`config.mk`:
```
export PLATFORM = sky130hd
export DESIGN_NAME = matrix_keypad_scan_debounce_top
export DESIGN_NICKNAME = d
export VERILOG_FILES = /design/src/hw/rtl/kpd_pkg.sv /design/src/hw/rtl/kpd_in_stage.sv /design/src/hw/rtl/kpd_step.sv /design/src/hw/rtl/matrix_keypad_scan_debounce_top.sv
export SDC_FILE = /design/constraint.sdc
export NUM_CORES = 1
export LEC_CHECK = 0
export ABC_CLOCK_PERIOD_IN_PS = 11500
export BUFFER_PORTS_ARGS = -buffer_cell sky130_fd_sc_hd__buf_2
export CORE_UTILIZATION = 35
export DETAILED_ROUTE_END_ITERATION = 6
export GPL_ROUTABILITY_DRIVEN = 0
export PLACE_DENSITY_LB_ADDON = 0.1
export SLEW_MARGIN = 10
export SYNTH_ARGS = -nofsm -noshare
export SYNTH_HDL_FRONTEND = slang
export SYNTH_SLANG_ARGS = --single-unit
export TNS_END_PERCENT = 50
```
`constraint.sdc`:
```
create_clock -name i_clk -period 11.5 [get_ports i_clk]
set_clock_uncertainty 0.2 [all_clocks]
set_input_delay 1.15 -clock i_clk [delete_from_list [all_inputs] [get_ports i_clk]]
set_output_delay 1.15 -clock i_clk [all_outputs]
set_load 0.02 [all_outputs]
```
`src/hw/rtl/kpd_pkg.sv`:
```
// ---------------------------------------------------------------------------
// kpd_pkg: shared types and constants for the keypad scanner
// Phase codes, item and state structs, key table and phase encoding.
// ---------------------------------------------------------------------------
package kpd_pkg;

    localparam int unsigned DEBOUNCE_W       = 10;
    localparam int unsigned THRESH_W         = 20;
    localparam int unsigned US_PER_MS        = 1000;
    localparam int unsigned DEBOUNCE_RESET   = 50;
    localparam logic [THRESH_W-1:0] THRESH_RESET = THRESH_W'(DEBOUNCE_RESET * US_PER_MS);

    localparam logic [3:0] COLS_ALL_HIGH = 4'hF;

    // scan phases, one-hot
    typedef enum logic [4:0] {
        PH_IDLE    = 5'b00001,
        PH_LATCHED = 5'b00010,
        PH_READING = 5'b00100,
        PH_HELD    = 5'b01000,
        PH_TIMING  = 5'b10000
    } t_phase;

    // external phase numbering
    localparam logic [2:0] CODE_IDLE    = 3'd0;
    localparam logic [2:0] CODE_LATCHED = 3'd1;
    localparam logic [2:0] CODE_READING = 3'd2;
    localparam logic [2:0] CODE_HELD    = 3'd3;
    localparam logic [2:0] CODE_TIMING  = 3'd4;

    typedef struct packed {
        logic        edge_seen;
        logic [1:0]  edge_row;
        logic [3:0]  row_levels;
        logic [3:0]  column_levels;
        logic [31:0] now_us;
    } t_item;

    typedef struct packed {
        t_phase      phase;
        logic [1:0]  latched_row;
        logic [31:0] release_start;
        logic [6:0]  decoded_key;
        logic        reversed;
        logic [3:0]  column_out;
        logic [3:0]  row_out;
    } t_state;

    typedef struct packed {
        logic       lines_reversed;
        logic [3:0] column_drive;
        logic [3:0] row_drive;
        logic [6:0] key_char;
        logic       key_done;
        logic [2:0] scan_phase;
    } t_result;

    // keypad legend "123A456B789C*0#D", index column*4+row
    function automatic logic [6:0] key_lookup(input logic [3:0] idx);
        logic [6:0] ch;
        case (idx)
            4'd0:    ch = 7'h31; // 1
            4'd1:    ch = 7'h32; // 2
            4'd2:    ch = 7'h33; // 3
            4'd3:    ch = 7'h41; // A
            4'd4:    ch = 7'h34; // 4
            4'd5:    ch = 7'h35; // 5
            4'd6:    ch = 7'h36; // 6
            4'd7:    ch = 7'h42; // B
            4'd8:    ch = 7'h37; // 7
            4'd9:    ch = 7'h38; // 8
            4'd10:   ch = 7'h39; // 9
            4'd11:   ch = 7'h43; // C
            4'd12:   ch = 7'h2A; // *
            4'd13:   ch = 7'h30; // 0
            4'd14:   ch = 7'h23; // #
            default: ch = 7'h44; // D
        endcase
        return ch;
    endfunction

    function automatic logic [2:0] phase_code(input t_phase ph);
        logic [2:0] code;
        case (ph)
            PH_IDLE:    code = CODE_IDLE;
            PH_LATCHED: code = CODE_LATCHED;
            PH_READING: code = CODE_READING;
            PH_HELD:    code = CODE_HELD;
            PH_TIMING:  code = CODE_TIMING;
            default:    code = CODE_IDLE;
        endcase
        return code;
    endfunction

endpackage

```
`src/hw/rtl/kpd_in_stage.sv`:
```
// ---------------------------------------------------------------------------
// kpd_in_stage: input item register
// Captures one poll item and holds it while the step stage is blocked.
// ---------------------------------------------------------------------------
module kpd_in_stage (
    input  logic           i_clk,
    input  logic           i_rst_n,
    input  logic           i_valid,
    input  kpd_pkg::t_item i_item,
    input  logic           i_blocked,
    output logic           o_stall,
    output logic           o_item_valid,
    output kpd_pkg::t_item o_item
);

    logic           r_valid;
    kpd_pkg::t_item r_item;
    logic           n_load;

    // hold only when a captured item cannot move on
    assign o_stall = r_valid & i_blocked;
    assign n_load  = ~o_stall;

    always_ff @(posedge i_clk) begin
        if (!i_rst_n) begin
            r_valid <= 1'b0;
        end else if (n_load) begin
            r_valid <= i_valid;
        end
    end

    always_ff @(posedge i_clk) begin
        if (n_load && i_valid) begin
            r_item <= i_item;
        end
    end

    assign o_item_valid = r_valid;
    assign o_item       = r_item;

endmodule

```
`src/hw/rtl/kpd_step.sv`:
```
// ---------------------------------------------------------------------------
// kpd_step: per-tick scan state update
// Next phase, column priority encode, key lookup and release timer compare.
// ---------------------------------------------------------------------------
module kpd_step (
    input  kpd_pkg::t_state              i_state,
    input  kpd_pkg::t_item               i_item,
    input  logic [kpd_pkg::THRESH_W-1:0] i_thresh,
    output kpd_pkg::t_state              o_state,
    output kpd_pkg::t_result             o_result
);

    logic        row_high;
    logic [1:0]  col_idx;
    logic [31:0] elapsed;
    logic        expired;
    logic        done;
    kpd_pkg::t_state nxt;

    assign row_high = i_item.row_levels[i_state.latched_row];
    assign elapsed  = i_item.now_us - i_state.release_start;
    assign expired  = elapsed >= 32'(i_thresh);

    // lowest high column, top column when only it is set
    always_comb begin
        if (i_item.column_levels[0]) begin
            col_idx = 2'd0;
        end else if (i_item.column_levels[1]) begin
            col_idx = 2'd1;
        end else if (i_item.column_levels[2]) begin
            col_idx = 2'd2;
        end else begin
            col_idx = 2'd3;
        end
    end

    always_comb begin
        nxt  = i_state;
        done = 1'b0;
        case (i_state.phase)
            kpd_pkg::PH_IDLE: begin
                if (i_item.edge_seen) begin
                    nxt.latched_row = i_item.edge_row;
                    nxt.phase       = kpd_pkg::PH_LATCHED;
                end
            end
            kpd_pkg::PH_LATCHED: begin
                nxt.column_out = 4'h0;
                nxt.reversed   = 1'b1;
                nxt.row_out    = 4'(1) << i_state.latched_row;
                nxt.phase      = kpd_pkg::PH_READING;
            end
            kpd_pkg::PH_READING: begin
                if (i_item.column_levels != 4'h0) begin
                    nxt.decoded_key = kpd_pkg::key_lookup({col_idx, i_state.latched_row});
                    nxt.row_out     = 4'h0;
                    nxt.reversed    = 1'b0;
                    nxt.column_out  = kpd_pkg::COLS_ALL_HIGH;
                    nxt.phase       = kpd_pkg::PH_HELD;
                end
            end
            kpd_pkg::PH_HELD: begin
                if (!row_high) begin
                    nxt.release_start = i_item.now_us;
                    nxt.phase         = kpd_pkg::PH_TIMING;
                end
            end
            kpd_pkg::PH_TIMING: begin
                if (expired) begin
                    if (row_high) begin
                        nxt.phase = kpd_pkg::PH_HELD;
                    end else begin
                        nxt.phase = kpd_pkg::PH_IDLE;
                        done      = 1'b1;
                    end
                end
            end
            default: begin
                nxt.phase = kpd_pkg::PH_IDLE;
            end
        endcase
    end

    assign o_state = nxt;

    assign o_result.lines_reversed = nxt.reversed;
    assign o_result.column_drive   = nxt.column_out;
    assign o_result.row_drive      = nxt.row_out;
    assign o_result.key_char       = nxt.decoded_key;
    assign o_result.key_done       = done;
    assign o_result.scan_phase     = kpd_pkg::phase_code(nxt.phase);

endmodule

```
`src/hw/rtl/matrix_keypad_scan_debounce_top.sv`:
```
// ---------------------------------------------------------------------------
// matrix_keypad_scan_debounce_top: 4x4 keypad line-reversal scanner
// Scans a 4x4 keypad by line reversal and debounces key release.
// ---------------------------------------------------------------------------
//
// channel   direction  handshake                 payload
// -------   ---------  ------------------------  --------------------------------
// poll in   input      i_valid / o_stall         edge, row, levels, now_us
// result    output     o_valid / i_stall         drives, key char, done, phase
// config    input      i_cfg_valid / o_cfg_ready i_cfg_data (debounce_ms)
//
// every poll item gives exactly one result item, through the input and result registers
// one item per cycle sustained while the result is not stalled: input register, step logic, result register
// the step logic is one state update plus a 32-bit elapsed-time compare
// synchronous active-low reset: idle phase, columns driven high, 50 ms debounce
// a stalled result holds the result register and, once the input register is
//   also full, stalls the poll channel; config writes are always taken
//
module matrix_keypad_scan_debounce_top (
    input  logic        i_clk,
    input  logic        i_rst_n,

    // poll items
    input  logic        i_valid,
    output logic        o_stall,
    input  logic        i_edge_seen,
    input  logic [1:0]  i_edge_row,
    input  logic [3:0]  i_row_levels,
    input  logic [3:0]  i_column_levels,
    input  logic [31:0] i_now_us,

    // result items
    output logic        o_valid,
    input  logic        i_stall,
    output logic        o_lines_reversed,
    output logic [3:0]  o_column_drive,
    output logic [3:0]  o_row_drive,
    output logic [6:0]  o_key_char,
    output logic        o_key_done,
    output logic [2:0]  o_scan_phase,

    // debounce register write
    input  logic        i_cfg_valid,
    output logic        o_cfg_ready,
    input  logic [kpd_pkg::DEBOUNCE_W-1:0] i_cfg_data
);

    kpd_pkg::t_item   in_item;
    kpd_pkg::t_item   s1_item;
    logic             s1_valid;
    logic             out_blocked;
    logic             fire;

    kpd_pkg::t_state  r_state;
    kpd_pkg::t_state  n_state;
    kpd_pkg::t_result n_result;
    kpd_pkg::t_result r_result;
    logic             r_out_valid;

    // debounce time kept as a microsecond threshold
    logic [kpd_pkg::THRESH_W-1:0] r_thresh;
    logic [kpd_pkg::THRESH_W-1:0] n_thresh;

    assign in_item.edge_seen     = i_edge_seen;
    assign in_item.edge_row      = i_edge_row;
    assign in_item.row_levels    = i_row_levels;
    assign in_item.column_levels = i_column_levels;
    assign in_item.now_us        = i_now_us;

    // result register full and not taken this cycle
    assign out_blocked = r_out_valid & i_stall;
    assign fire        = s1_valid & ~out_blocked;

    kpd_in_stage u_in_stage (
        .i_clk        (i_clk),
        .i_rst_n      (i_rst_n),
        .i_valid      (i_valid),
        .i_item       (in_item),
        .i_blocked    (out_blocked),
        .o_stall      (o_stall),
        .o_item_valid (s1_valid),
        .o_item       (s1_item)
    );

    kpd_step u_step (
        .i_state  (r_state),
        .i_item   (s1_item),
        .i_thresh (r_thresh),
        .o_state  (n_state),
        .o_result (n_result)
    );

    // ms to us scale on write, so the step only compares
    assign o_cfg_ready = 1'b1;
    assign n_thresh    = kpd_pkg::THRESH_W'(i_cfg_data)
                       * kpd_pkg::THRESH_W'(kpd_pkg::US_PER_MS);

    always_ff @(posedge i_clk) begin
        if (!i_rst_n) begin
            r_thresh <= kpd_pkg::THRESH_RESET;
        end else if (i_cfg_valid && o_cfg_ready) begin
            r_thresh <= n_thresh;
        end
    end

    // scan state advances once per item
    always_ff @(posedge i_clk) begin
        if (!i_rst_n) begin
            r_state.phase         <= kpd_pkg::PH_IDLE;
            r_state.latched_row   <= 2'd0;
            r_state.release_start <= 32'd0;
            r_state.decoded_key   <= 7'd0;
            r_state.reversed      <= 1'b0;
            r_state.column_out    <= kpd_pkg::COLS_ALL_HIGH;
            r_state.row_out       <= 4'h0;
        end else if (fire) begin
            r_state <= n_state;
        end
    end

    // result register
    always_ff @(posedge i_clk) begin
        if (!i_rst_n) begin
            r_out_valid <= 1'b0;
        end else if (!out_blocked) begin
            r_out_valid <= s1_valid;
        end
    end

    always_ff @(posedge i_clk) begin
        if (fire) begin
            r_result <= n_result;
        end
    end

    assign o_valid          = r_out_valid;
    assign o_lines_reversed = r_result.lines_reversed;
    assign o_column_drive   = r_result.column_drive;
    assign o_row_drive      = r_result.row_drive;
    assign o_key_char       = r_result.key_char;
    assign o_key_done       = r_result.key_done;
    assign o_scan_phase     = r_result.scan_phase;

    // a completed release always lands back in idle
    a_done_idle : assert property (@(posedge i_clk) disable iff (!i_rst_n)
        o_valid && o_key_done |-> o_scan_phase == kpd_pkg::CODE_IDLE)
        else $error("key_done outside idle");

    // rows are driven exactly while the lines are reversed, columns released then
    a_reverse_drive : assert property (@(posedge i_clk) disable iff (!i_rst_n)
        o_valid |-> (o_lines_reversed == (o_row_drive != 4'h0))
                 && (!o_lines_reversed || o_column_drive == 4'h0))
        else $error("line drive does not match direction");

    // a blocked captured item is kept, not dropped
    a_hold_item : assert property (@(posedge i_clk) disable iff (!i_rst_n)
        s1_valid && out_blocked |=> s1_valid && $stable(s1_item))
        else $error("captured item lost while blocked");

    // scan state only moves when an item is stepped
    a_state_quiet : assert property (@(posedge i_clk) disable iff (!i_rst_n)
        !fire |=> $stable(r_state))
        else $error("scan state changed without an item");

endmodule
```
==> key figures <==
Status
  • Status: complete, no violations

Die
  • Core outline area: around 25000 um^2
  • Initial Util: 36.1%
  • Die ar.: 26800 um^2
  • Die height: 164 um
  • DIE WIDTH: 164 um
  • Number of I/O pins: 81
  • # rows: just under 60

Setup path
  • RR Startpoint: u_in_stage.o_item[1]
  • Setup crit end kind: register
  • Worst-path cell chain: buf_2, fa_1, fa_1, inv_1, fa_1, inv_1, fa_1, ha_1, a21oi_1, o21bai_1, a21oi_1, o21bai_1, a211o_1, a2111oi_0, o21ai_0, nor3b_1, o21a_1
  • Crit start category: input port
  • Worst setup endpoint: r_thresh[18]
  • CP max-delay cell: fa_1
  • Origin of the worst setup path: i_cfg_data[0]
  • Crit Path Class: input port to register
  • WP data required: between 10 and 15 ns
  • Critical path arrival: around 5.7 ns
  • CP dominant cell by count: fa_1
  • Crit path max fanout: 5
  • Flop2flop setup slack: 6.38 ns
  • Reg2reg path depth: 18
  • Reg2reg end: o_scan_phase[0]
  • Slowest stage delay, CP: 0.55 ns

Layout
  • Filler cells: 2560
  • Most common cell after layout, fill and taps aside: nand2_1
  • Layout Area Growth over Synthesis: 13.2%
  • Ant. Diodes: 0
  • Most frequent cells in the layout: nand2_1, ha_1, inv_1
  • Nets: 1217
  • Layout cells sized above 1: 12.9%

Routing
  • Via count: 6726
  • Via/cell ratio: 4.89
  • DRC violations left: 0
  • DR WL/cell: 14.5 um
  • Post-route ant nets: 0
  • Final WL: 19900 um
  • Pre-antenna DRT Iters: 4
  • DR iter-0 viols: approximately 270

Hold path
  • Worst hold path depth: 2
  • HP Class: register to register

Power and ir drop
  • Switching pwr: 551 uW
  • Worst VDD drop: 83.7 uV
  • LEAKAGE: 0.00417 uW
  • Gate power share: 32.4%
  • Switching share of total power: between 30% and 40%
  • Clock power frac: 33.3%
  • Internal power: 1080 uW
  • Seq pwr share: 34.3%
  • Pwr Density: 157 nW/um^2

Clock network
  • Post-CTS Hold Buffers: 0
  • Clock Latency Late Sink: 0.43 ns
  • CTS resizes: 0
  • TritonCTS clock tree: yes
  • H-tree depth: 4
  • CTS Buffer Depth: 2
  • Reg clk slew, reported paths: roughly 0.060 ns
  • Post-CTS Setup Repair Bufs: 0
  • CTS sink cnt: 137
  • CTS Buf Count: 17
  • Root buffer cell: clkbuf_16

STA
  • Tmin final: 5.61 ns
  • Fmax: ~0.18 GHz
  • Endpoints failing setup: 0
  • Setup TNS: 0 ns
  • Slew HR: 43.1%
  • Worst slew pin tran: 0.851 ns
  • Period utilization: 48.7%
  • Final hold violation count: 0
  • RSZ-0062 raised after global routing: false
  • Worst setup margin: between 5 and 6 ns
  • Pins Over Slew Limit: 0

GRT
  • First-pass GRT wire length: 33800 um
  • Largest net degree at the start of global routing: 77
  • Total GRT Usage: between 10% and 20%
  • Vias in the first global route: 6745
  • Grt met1 use: 21.9%
  • Grt peak-use layer: met2
  • Grt total ovfl: 0
  • Antenna violations before repair: 0
  • M3 GR Usage: 3.13%
  • Met2 Use GR: 25.3%

Logic synthesis
  • Post-synth top area share: 20.7%
  • Largest cells by area after synthesis: edfxtp_1, dfxtp_1, ha_1
  • Synth Register Bits: 137
  • Syn Nets: 1156
  • Post-synth EDFFs: 63
  • Syn Area/Cell: ~9.4 um^2
  • Mapped Cells: 972
  • Seq/Total Area, Yosys: 36.8%
  • Ys flop type: dfxtp_1
  • Fraction of registers with async set or reset after synthesis: 0%
  • Distinct cells, synth: 65
  • Synthesis warning total: 0
  • Syn Std Cell Area: 9160 um^2
  • Synth area leader: edfxtp_1

Placement
  • Detailed Place HPWL: 14600 um
  • Post-Place Setup Slack: 5.45 ns
  • I/O Buffers: a little under 80

Flow run
  • MaxCap Viol Count: 0
[power groups by stage]
stage                     Sequential [uW]  Combinational (uW)  Clock (uW)
final                                 560                 528         542
after global routing                  563                 611         582
after CTS                             560                 540         563
after detailed placement              571                 536           0
after global placement                571                 536           0
after floorplan                       567                 411           0
[state kept, by name, summed over array words and instances, names as in the netlist, 3 cells and up]
name,count
o_column_drive,4
o_key_char,7
o_row_drive,4
o_scan_phase,3
r_state,55
r_thresh,17
u_in_stage.o_item,43
[kinds of logic (layout without fill, tap and decap cells)]
family	Yosys count	count (layout)	share of synthesized area [%]
compound gates	231	231	17.1
xor+xnor	39	39	3.73
fa+ha+maj	126	126	19.7
buf+inv	124	198	5.94
flops	137	137	36.8
mux	11	11	1.34
other cells	1	1	0.0409
simple gates	303	303	15.2
[Yosys cell counts (3+ instances only)]
| master | number |
|---|---|
| or3_1 | 4 |
| and3_1 | 6 |
| a211oi_1 | 9 |
| o21ai_0 | 42 |
| nor2_1 | 33 |
| or2_2 | 3 |
| o21bai_1 | 6 |
| o21a_1 | 14 |
| inv_1 | 83 |
| dfxtp_1 | 74 |
| fa_1 | 31 |
| ha_1 | 95 |
| nor3b_1 | 4 |
| clkbuf_8 | 5 |
| edfxtp_1 | 63 |
| nor4_1 | 6 |
| a21oi_1 | 50 |
| a21boi_0 | 47 |
| clkbuf_1 | 31 |
| and2_1 | 5 |
| o211ai_1 | 13 |
| a31oi_1 | 4 |
| nand2_1 | 162 |
| a2111oi_0 | 4 |
| nand2b_1 | 7 |
| a21o_1 | 16 |
| xnor2_1 | 26 |
| nor3_1 | 15 |
| o211a_1 | 4 |
| nand3_1 | 22 |
| nand4_1 | 10 |
| o31ai_1 | 4 |
| nor2b_1 | 14 |
| xor2_1 | 13 |
| mux2i_1 | 10 |
[per-layer routing]
layer	wire (um)	vias up
li1	-	3504
met1	10200	3106
met2	8830	98
met3	645	18
met4	269	0
met5	0	-
[cell type report]
type / count / area [um^2] / share of cell area, %
clock buffers: 19 / 454 / 4.38
clock inverters: 13 / 128 / 1.23
inverters: 83 / 312 / 3.00
multi-input cells: 711 / 5260 / 50.8
flip-flops and latches: 137 / 3370 / 32.5
well taps: 330 / 413 / 3.98
repair buffers: 83 / 425 / 4.10
[through the flow]
stage	cells	hold WS [ns]	area (um^2)	util (%)	power (uW)
after floorplan	972	0.241	9160	-	977
after global placement	1344	0.251	9780	38.5	1110
after detailed placement	1344	0.259	9780	38.5	1110
after CTS	1376	0.268	10400	40.8	1660
after global routing	1376	0.285	10400	40.8	1760
final	1376	0.263	10400	40.8	1630
[critical path: cells and delay by family]
kind	cells	cell delay, ns
adders and majority gates	5	2.39
AOI/OAI and AO/OA	8	1.77
buffers and inverters	3	0.24
and+or+nand+nor	1	0.16
[worst min path at each step]
| stage | startpoint | end | slack [ns] |
|---|---|---|---|
| final | r_state[23] | r_state[23] | 0.26 |
| after global routing | r_state[33] | r_state[33] | 0.28 |
| after CTS | r_state[23] | r_state[23] | 0.27 |
| after detailed placement | r_state[43] | r_state[43] | 0.26 |
| after global placement | r_state[4] | r_state[4] | 0.25 |
| after floorplan | r_state[4] | r_state[4] | 0.24 |
Note: power is estimated with default switching activity, not from simulation.
